==> src/rtl/tli_pkg.sv <==
package tli_pkg;

  localparam int DefTapeDepth    = 32768;
  localparam int DefProgramDepth = 4096;
  localparam int DefStackDepth   = 64;

  localparam int ByteW = 8;
  localparam int PcOutW = 13;

  localparam logic CMD_LOAD = 1'b0;
  localparam logic CMD_STEP = 1'b1;

  localparam logic [7:0] CH_OPEN   = 8'h5B;
  localparam logic [7:0] CH_CLOSE  = 8'h5D;
  localparam logic [7:0] CH_INC    = 8'h2B;
  localparam logic [7:0] CH_DEC    = 8'h2D;
  localparam logic [7:0] CH_LEFT   = 8'h3C;
  localparam logic [7:0] CH_RIGHT  = 8'h3E;
  localparam logic [7:0] CH_PUT    = 8'h2E;
  localparam logic [7:0] CH_GET    = 8'h2C;
  localparam logic [7:0] CH_REPORT = 8'h3F;

  localparam logic [1:0] KIND_NONE  = 2'd0;
  localparam logic [1:0] KIND_CHAR  = 2'd1;
  localparam logic [1:0] KIND_VALUE = 2'd2;

  localparam logic [1:0] FAULT_NONE     = 2'd0;
  localparam logic [1:0] FAULT_EMPTY    = 2'd1;
  localparam logic [1:0] FAULT_SKIP     = 2'd2;
  localparam logic [1:0] FAULT_OVERFLOW = 2'd3;

  typedef struct packed {
    logic latch;
    logic load;
    logic exec;
    logic skip_sel;
    logic skip_step;
    logic skip_fail;
    logic clear_step;
    logic out_load;
  } tli_cmd_t;

  typedef struct packed {
    logic       item_load;
    logic       runnable;
    logic       need_skip;
    logic       skip_end;
    logic       skip_found;
    logic       clr_last;
    logic [1:0] fault;
  } tli_sts_t;

endpackage

==> src/rtl/tli_ctrl.sv <==
module tli_ctrl
  import tli_pkg::*;
(
  input  logic      clk,
  input  logic      rst,
  input  logic      s_tvalid,
  output logic      s_tready,
  output logic      m_tvalid,
  input  logic      m_tready,
  input  tli_sts_t  sts,
  output tli_cmd_t  cmd
);

  typedef enum logic [2:0] {
    S_CLEAR,
    S_IDLE,
    S_DISPATCH,
    S_SKIP_RD,
    S_SKIP_CHK,
    S_RESULT
  } state_t;

  state_t state;
  logic   slot_free;
  logic   accept;

  always_comb begin
    slot_free = !m_tvalid || m_tready;
    s_tready  = (state == S_IDLE) || ((state == S_RESULT) && slot_free);
    accept    = s_tvalid && s_tready;
    cmd       = '0;
    cmd.latch = accept;
    case (state)
      S_CLEAR: begin
        cmd.clear_step = 1'b1;
      end
      S_DISPATCH: begin
        cmd.load = sts.item_load;
        cmd.exec = !sts.item_load && sts.runnable;
      end
      S_SKIP_RD: begin
        cmd.skip_sel  = 1'b1;
        cmd.skip_fail = sts.skip_end;
      end
      S_SKIP_CHK: begin
        cmd.skip_step = 1'b1;
      end
      S_RESULT: begin
        cmd.out_load = slot_free;
      end
      default: begin
      end
    endcase
  end

  always_ff @(posedge clk) begin
    if (rst) begin
      state    <= S_CLEAR;
      m_tvalid <= 1'b0;
    end else begin
      if (cmd.out_load) begin
        m_tvalid <= 1'b1;
      end else if (m_tready) begin
        m_tvalid <= 1'b0;
      end
      case (state)
        S_CLEAR: begin
          if (sts.clr_last) state <= S_IDLE;
        end
        S_IDLE: begin
          if (accept) state <= S_DISPATCH;
        end
        S_DISPATCH: begin
          if (cmd.exec && sts.need_skip) state <= S_SKIP_RD;
          else state <= S_RESULT;
        end
        S_SKIP_RD: begin
          if (sts.skip_end) state <= S_RESULT;
          else state <= S_SKIP_CHK;
        end
        S_SKIP_CHK: begin
          if (sts.skip_found) state <= S_RESULT;
          else state <= S_SKIP_RD;
        end
        S_RESULT: begin
          if (slot_free) begin
            if (accept) state <= S_DISPATCH;
            else state <= S_IDLE;
          end
        end
        default: begin
          state <= S_IDLE;
        end
      endcase
    end
  end

endmodule

==> config.mk <==
export PLATFORM = sky130hd
export DESIGN_NAME = tli_ctrl
export DESIGN_NICKNAME = d
export VERILOG_FILES = /design/src/rtl/tli_pkg.sv /design/src/rtl/tli_ctrl.sv
export SDC_FILE = /design/constraint.sdc
export NUM_CORES = 1
export LEC_CHECK = 0
export BUFFER_PORTS_ARGS = -buffer_cell sky130_fd_sc_hd__clkbuf_2
export CELL_PAD_IN_SITES_DETAIL_PLACEMENT = 0
export CELL_PAD_IN_SITES_GLOBAL_PLACEMENT = 1
export CORE_MARGIN = 2
export CORE_UTILIZATION = 24
export DETAILED_ROUTE_END_ITERATION = 6
export PLACE_DENSITY_LB_ADDON = 0.3
export SLEW_MARGIN = 20
export SYNTH_ARGS = -nofsm -noshare
export SYNTH_HDL_FRONTEND = slang
export SYNTH_SLANG_ARGS = --single-unit
==> constraint.sdc <==
create_clock -name clk -period 1.2 [get_ports clk]
set_input_delay 0 -clock clk [delete_from_list [all_inputs] [get_ports clk]]
set_output_delay 0 -clock clk [all_outputs]
set_load 0.02 [all_outputs]
* Word-level counts from Yosys, hierarchy flattened
Cells that the tools add are included.
** Storage, ports and cells
- Register bits after elaboration :: 4
- Bits of input ports :: 12
- Output and inout bits :: 10
- Word-level logic and storage cells :: 37
** Operators by class
- Equal/unequal tests :: 8
- Muxes and demuxes :: 16
- Reduce and logical (&&, ||, !) cells :: 11
** Operators with widths (count)
- 3-bit one-hot mux with 6 select lines :: 1
- 3-bit 2-to-1 mux :: 5
- 1-bit 2-to-1 mux :: 8
- 3-bit by 2-bit equality test with 1-bit output (second input constant) :: 2
- 3-bit equality test (second input constant) :: 2
- 2-bit inequality test (second input constant) :: 3
- 1-bit logical AND :: 4
- 2-bit 2-to-1 mux :: 2
- 3-bit by 1-bit equality test with 1-bit output (second input constant) :: 1
- 3-bit zero test :: 1
- 3-bit AND reduction :: 1
- 1-bit zero test :: 2
- 1-bit logical OR :: 2
- 2-bit nonzero test :: 1

* Logic depth before layout (Yosys ltp)
Gate-level depths: netlist of run 1.
- Depth in word-level cells :: 8
- Gate-level depth with buffers :: 5
- Gate-level depth less buffers :: 4

* Worst setup path after synthesis of run 1
OpenSTA, ideal clock, no wires.
- Path type :: register -> output
- From :: register state[0]
- To :: output port cmd[7] (netlist bit)
- Data arrival time :: 1558 ps
- Data required time :: 1200 ps
- Slack :: -358 ps
- Stages on the path, launching flop included :: 6
- Buffers on the path :: 2
- Cell sequence :: dfxtp_1 -> buf_2 -> inv_1 -> a211oi_1 -> and2_1 -> buf_4
** Between the ends
- Longest elaborated chain between the ends :: 4
- Elaborated cells between the ends (all ways) :: 5
- Classes of those cells :: eq/ne: 2; reduce/logical: 3
** Ends and longest elaborated chain
- start, declared :: RTL line tli_ctrl.sv:23 : state_t state;
- start signal, assigned :: RTL line tli_ctrl.sv:58 : state <= S_CLEAR;
- start signal, assigned :: RTL line tli_ctrl.sv:68 : if (sts.clr_last) state <= S_IDLE;
- start signal, assigned :: RTL line tli_ctrl.sv:71 : if (accept) state <= S_DISPATCH;
- 3-bit equality test :: RTL line tli_ctrl.sv:29 : s_tready = (state == S_IDLE) || ((state == S_RESULT) && slot_free);
- 1-bit logical AND :: RTL line tli_ctrl.sv:29
- 1-bit logical OR (*) :: RTL line tli_ctrl.sv:29
- net s_tready :: RTL line tli_ctrl.sv:7 : output logic s_tready,
- 1-bit logical AND (*) :: RTL line tli_ctrl.sv:30 : accept = s_tvalid && s_tready;
- end, declared :: RTL line tli_ctrl.sv:11 : output tli_cmd_t cmd
Mark *: on every way through the listed nets, which the timed path passes. The rest lies on a longest branch.

==> qor.txt, run 1 <==
Syn. warnings - 0
RSZ-0062 raised after global routing - true
Clk Tree Root Cell - clkbuf_4
Post-Synth Simple-Gate Area - 47.52%
Worst R2R Setup Slack - -60 ps
H-tree levels - 1
Die Area - 0.001793 mm2
global route total overflow - 0
wire per inst - 13.85 um
area share of xor/xnor cells in the synthesized design - 0%
CP required - 1200 ps
syn_area_per_cell - 8.206 um2
# setup viols final - 7
Setup Skew - 1.802 ps
Inserted Clock Buffers - 3
Final nets - 94
worst reg2reg endpoint - state[0]
CP endpoint kind - primary output
r2r worst-path depth - 4
first-pass GRT wire length - 1.959 mm
commonest cells after routing, fill and taps aside - 16 x buf_4, 11 x clkbuf_2, 6 x buf_6
Final ANT Viol Nets - 0
Min-Delay Path Class - in -> reg
share of layout cells above drive strength 1 - 77.50%
min-delay src - sts[2]
crit path max fanout - 7
failing checks - setup timing
synthesized area - 352.8 um2
initial detailed-routing violation count - 10
clock buffer depth - 2
most common cell after layout, fill and taps aside - buf_4
crit start category - register
num rows - 13
DRT Pass-1 Iters - 4
starting density of the core - 26.45%
f_max - 792.7 MHz
Vias/cell - 4.863
Horiz. Die Dim - 42.34 um
clk sinks - 4
Final Cell Area - 805.8 um2
clock transition at the registers of the reported paths - 40 ps
Yosys reg bits - 4
Hold Path Depth - 3
core area - 0.001334 mm2
FF-to-FF Start - state[1]
Placed Area - 539.3 um2
CTS tree - built
total track usage - 14.60%
Hold Path Sink - state[0]
slew margin rel. - 75.56%
Die Y - 42.34 um
vias - 462
post-DP HPWL - 794.4 um
Compound-Gate Fraction of Synth Area - 14.89%
vias in the first global route - 444
post-place setup slack - -93.87 ps
minimum clock period - 1261 ps
Final Max Slew Viols - 0
setup ws final - -61.50 ps
worst-margin pin slew - 363.3 ps
P&R area growth vs syn - 128.4%
Synth Instances - 43
Net Count, Synth - 55
outcome - complete, but fails checks
Leakage - 0.0003496 uW
largest net degree at the start of global routing - 8
post-synthesis cell type count - 27
port bufs - 19
Pwr Total - 566.0 uW
Max Cap Viol - 0
# IOs - 22
Final Cycle Share - 105.1%
maximum VDD drop - 0.0004678 V
antenna violations before repair - 0
pwr/cell area - 702.4 mW/mm2
gpl congestion - 0.7397
Worst Path Arrival - 1260 ps
WS Path Type - reg -> out
Antenna Cells - 0
largest family of logic cells by synthesized area - simple AND/OR/NAND/NOR gates
Clock Latency Late Sink - 230 ps
DRC Markers - 0
adder-cell share of the synthesized area - 0%
sequential fraction of the synthesis area - 22.70%
DRT Wirelength - 1.316 mm
final count of hold timing violations - 0
multiplexer share of the synthesized area - 5.674%
[flip-flops by register name, indices dropped and copies added (netlist names)]
signal / flops
m_tvalid: 1
state: 3
[worst max path at each step]
stage                  start  endpoint  slack (ps)
CTS                 state[2]    cmd[5]        -110
detailed placement  state[0]  state[1]         -90
global placement    state[0]  state[1]        -150
global route        state[2]    cmd[5]        -130
floorplan           state[0]    cmd[7]        -140
finish              state[2]    cmd[5]         -60
[cell families after synthesis]
logic type / Yosys count
buf+inv: 5
simple gates: 26
compound gates: 6
flops: 4
mux: 2
[final cells by class]
type	instances	area (um2)
fillers	124	528.0
multi-input cells	34	365.4
repair buffers	38	301.5
flip-flops and latches	4	91.34
clock buffers	3	22.52
well taps	15	18.77
inverters	1	6.256
[Yosys cell counts (all sizes together)]
cell type  number  area (um2)
nor2            5       18.77
buf             4       28.78
dfxtp           4       80.08
nand2           3       11.26
nand2b          3       18.77
a21oi           2       10.01
and3            2       12.51
mux2i           2       20.02
nor3            2       15.01
nor4            2       12.51
a2111oi         1       15.01
a211oi          1       7.510
and2            1       6.260
and2b           1       7.510
inv             1       3.750
nand3           1       10.01
nand3b          1       7.510
nand4b          1       8.760
nor2b           1       6.260
nor4b           1       8.760
nor4bb          1       10.01
o221a           1       11.26
o22a            1       8.760
or4b            1       13.76
[power by group]
part	leakage (uW)	total, uW	internal (uW)	switching [uW]
clock	0.0000138	166	112	54.1
combinational	0.000301	247	134	112
sequential	0.0000347	153	138	15.3
[metrics by stage]
stage	cells	setup TNS, ps	hold slack, ps	utilization [%]
2_1_floorplan	43	-252.2	53.12	-
3_3_place_gp	85	-245.4	235.7	40.43
3_5_place_dp	85	-163.0	228.6	40.43
4_1_cts	92	-444.4	5.227	52.06
5_1_grt	95	-758.6	49.64	60.41
6_report	95	-363.6	15.14	60.41
[worst max-delay path: stages, from the launching register on]
cell and delay [ps]:
dfxtp_4 360, buf_6 120, nand2b_4 140, nor4b_4 230, buf_4 170
[what timing repair did]
action | 4_1_cts | 5_1_grt
hold endpoints to repair | 4 | 0
buffers inserted | 3 | 3
hold buffers | 1 | 0
endpoints found under the setup margin | 11 | 11
resized for setup | 28 | 23
pin swaps | 4 | 7
[routing by layer]
metal  part of all wire [%]  vias to the layer above  global-route usage (%)  wire [um]
met3                    5.1                        4                   2.586         67
met5                      0                        -                       0          0
met2                     53                       17                   22.77        697
met4                    2.0                        0                   11.25         26
met1                     40                      207                   17.44        524
li1                       -                      234                       -          -
Note: power is estimated with default switching activity, not from simulation.
==> run 2, diff against run 1 <==
CORE_UTILIZATION = 26   (was 24)
clock period = 1.3 ns   (was 1.2 ns; I/O delays follow)
==> run 2 against run 1 <==
  * The run now ends clean
  * Cell count is 3.2% lower
  * Sequential power is 10% lower
  * First-iteration DRC count is 100% lower
  * Core utilization is 4.4 points lower
  * Setup slack better by 62 ps
  * Die area is 7.0% lower
  * Largest power group unchanged
==> qor.txt, run 2 (same netlist as run 1, synthesis figures left out) <==
global route total overflow - 0
first-pass GRT wire length - 1.587 mm
Top Usage Layer GRT - met2
met1 Resource Use GR - 15.53%
CTS tree - built
Final Max Slew Viols - 0
RSZ-0062 raised after global routing - true
pwr/cell area - 701.0 mW/mm2
worst-margin pin slew - 338.6 ps
Setup Skew - 3.217 ps
wire per inst - 12.45 um
largest reg by FF count - state
initial detailed-routing violation count - 0
vias - 446
CP required - 1410 ps
Min-Delay Path Class - in -> reg
clock buffer depth - 2
num rows - 13
clk sinks - 4
CP endpoint kind - register
maximum VDD drop - 0.0006381 V
slew margin rel. - 77.22%
grt met2 use - 27.34%
r2r worst-path depth - 4
Top Registers - state x3, m_tvalid x1
Die Y - 40.84 um
# setup viols final - 0
Horiz. Die Dim - 40.84 um
total track usage - 14.89%
port bufs - 19
max reg flops - 3
P&R area growth vs syn - 103.9%
Placed Area - 509.2 um2
largest net degree at the start of global routing - 8
outcome - completed
f_max - 769.4 MHz
Buffers & Inverters on Critical Path - 1
H-tree levels - 1
starting density of the core - 27.46%
Slowest-stage cell, CP - dfxtp_4
WP depth - 4
vias in the first global route - 403
core area - 0.001285 mm2
Clk Tree Root Cell - clkbuf_4
DRT Pass-1 Iters - 1
Clock Latency Late Sink - 240 ps
minimum clock period - 1300 ps
most common cell after layout, fill and taps aside - clkbuf_2
Final Cycle Share - 99.98%
Leakage - 0.0003202 uW
Critical Path Max Stage Delay - 370 ps
DRT Wirelength - 1.145 mm
Die Area - 0.001668 mm2
Max Cap Viol - 0
Final ANT Viol Nets - 0
hold slack - 21.39 ps
Antenna Cells - 0
cells along the critical path - and2b_2 -> buf_4 -> a2111oi_4 -> nor3_2
Vias/cell - 4.848
post-DP HPWL - 792.6 um
Worst Path Arrival - 1410 ps
# IOs - 22
crit path max fanout - 7
Hold Path Depth - 3
Final nets - 91
met3 Use GR - 8.152%
family with the most delay on the worst path - flip-flops
Inserted Clock Buffers - 3
clock transition at the registers of the reported paths - 30 ps
DRC Markers - 0
share of layout cells above drive strength 1 - 75.32%
Filler cells - 127
commonest cells after routing, fill and taps aside - 14 x clkbuf_2, 12 x buf_4, 8 x buf_6, 4 x nor2_1
antenna violations before repair - 0
Final Cell Area - 719.4 um2
final count of hold timing violations - 0
crit start category - register
WS Path Type - reg -> reg
gpl congestion - 0.7704
run 2: worst min-delay path, delay by kind of cell:
family	cells	cell delay (ps)
buffers and inverters	1	80
AND/OR/NAND/NOR	2	130
run 2: report_power, final:
part	internal (uW)	switching, uW	leakage [uW]
logic	116	94.6	0.000271
clock network	103	53.2	0.0000138
registers	128	9.55	0.0000352
total	347	157	0.000320
run 2: final timing paths:
check | end | start | slack, ps
max | state[0] | state[2] | 0.3
min | state[0] | sts[2] | 20
max reg2reg | state[0] | state[2] | 0.3
min reg2reg | m_tvalid | m_tvalid | 560
run 2: cell type report:
type / count / area (um2) / area share, %
Inverter: 1 / 6.256 / 0.8696
Multi-Input combinational cell: 34 / 319.1 / 44.35
Timing Repair Buffer: 35 / 260.3 / 36.17
Clock buffer: 3 / 22.52 / 3.130
Tap cell: 15 / 18.77 / 2.609
Sequential cell: 4 / 92.59 / 12.87
run 2: repair_timing:
| item | CTS | global route |
|---|---|---|
| hold endpoints to repair | 4 | 0 |
| resized for setup | 10 | 28 |
| pin swaps | 2 | 10 |
| buffers inserted | 2 | 6 |
| setup endpoints to repair | 6 | 6 |
| hold buffers | 1 | 0 |
run 2: through the flow:
| step | total power, uW | utilization [%] | worst slack [ps] | TNS (ps) | std cells |
|---|---|---|---|---|---|
| CTS | 446.0 | 44.60 | 6.329 | 0 | 86 |
| floorplan | 225.0 | - | -40.70 | -40.70 | 43 |
| finish | 504.3 | 55.99 | 0.2864 | 0 | 92 |
| global placement | 279.2 | 39.63 | 22.51 | 0 | 81 |
| detailed placement | 279.0 | 39.63 | -0.2559 | -0.2559 | 81 |
| global route | 534.3 | 55.99 | -77.69 | -206.5 | 92 |
run 2: routing by layer:
metal / up-vias / share of wire [%]
met5: - / 0
met2: 14 / 52
li1: 227 / -
met4: 0 / 0
met3: 0 / 6.1
met1: 205 / 42
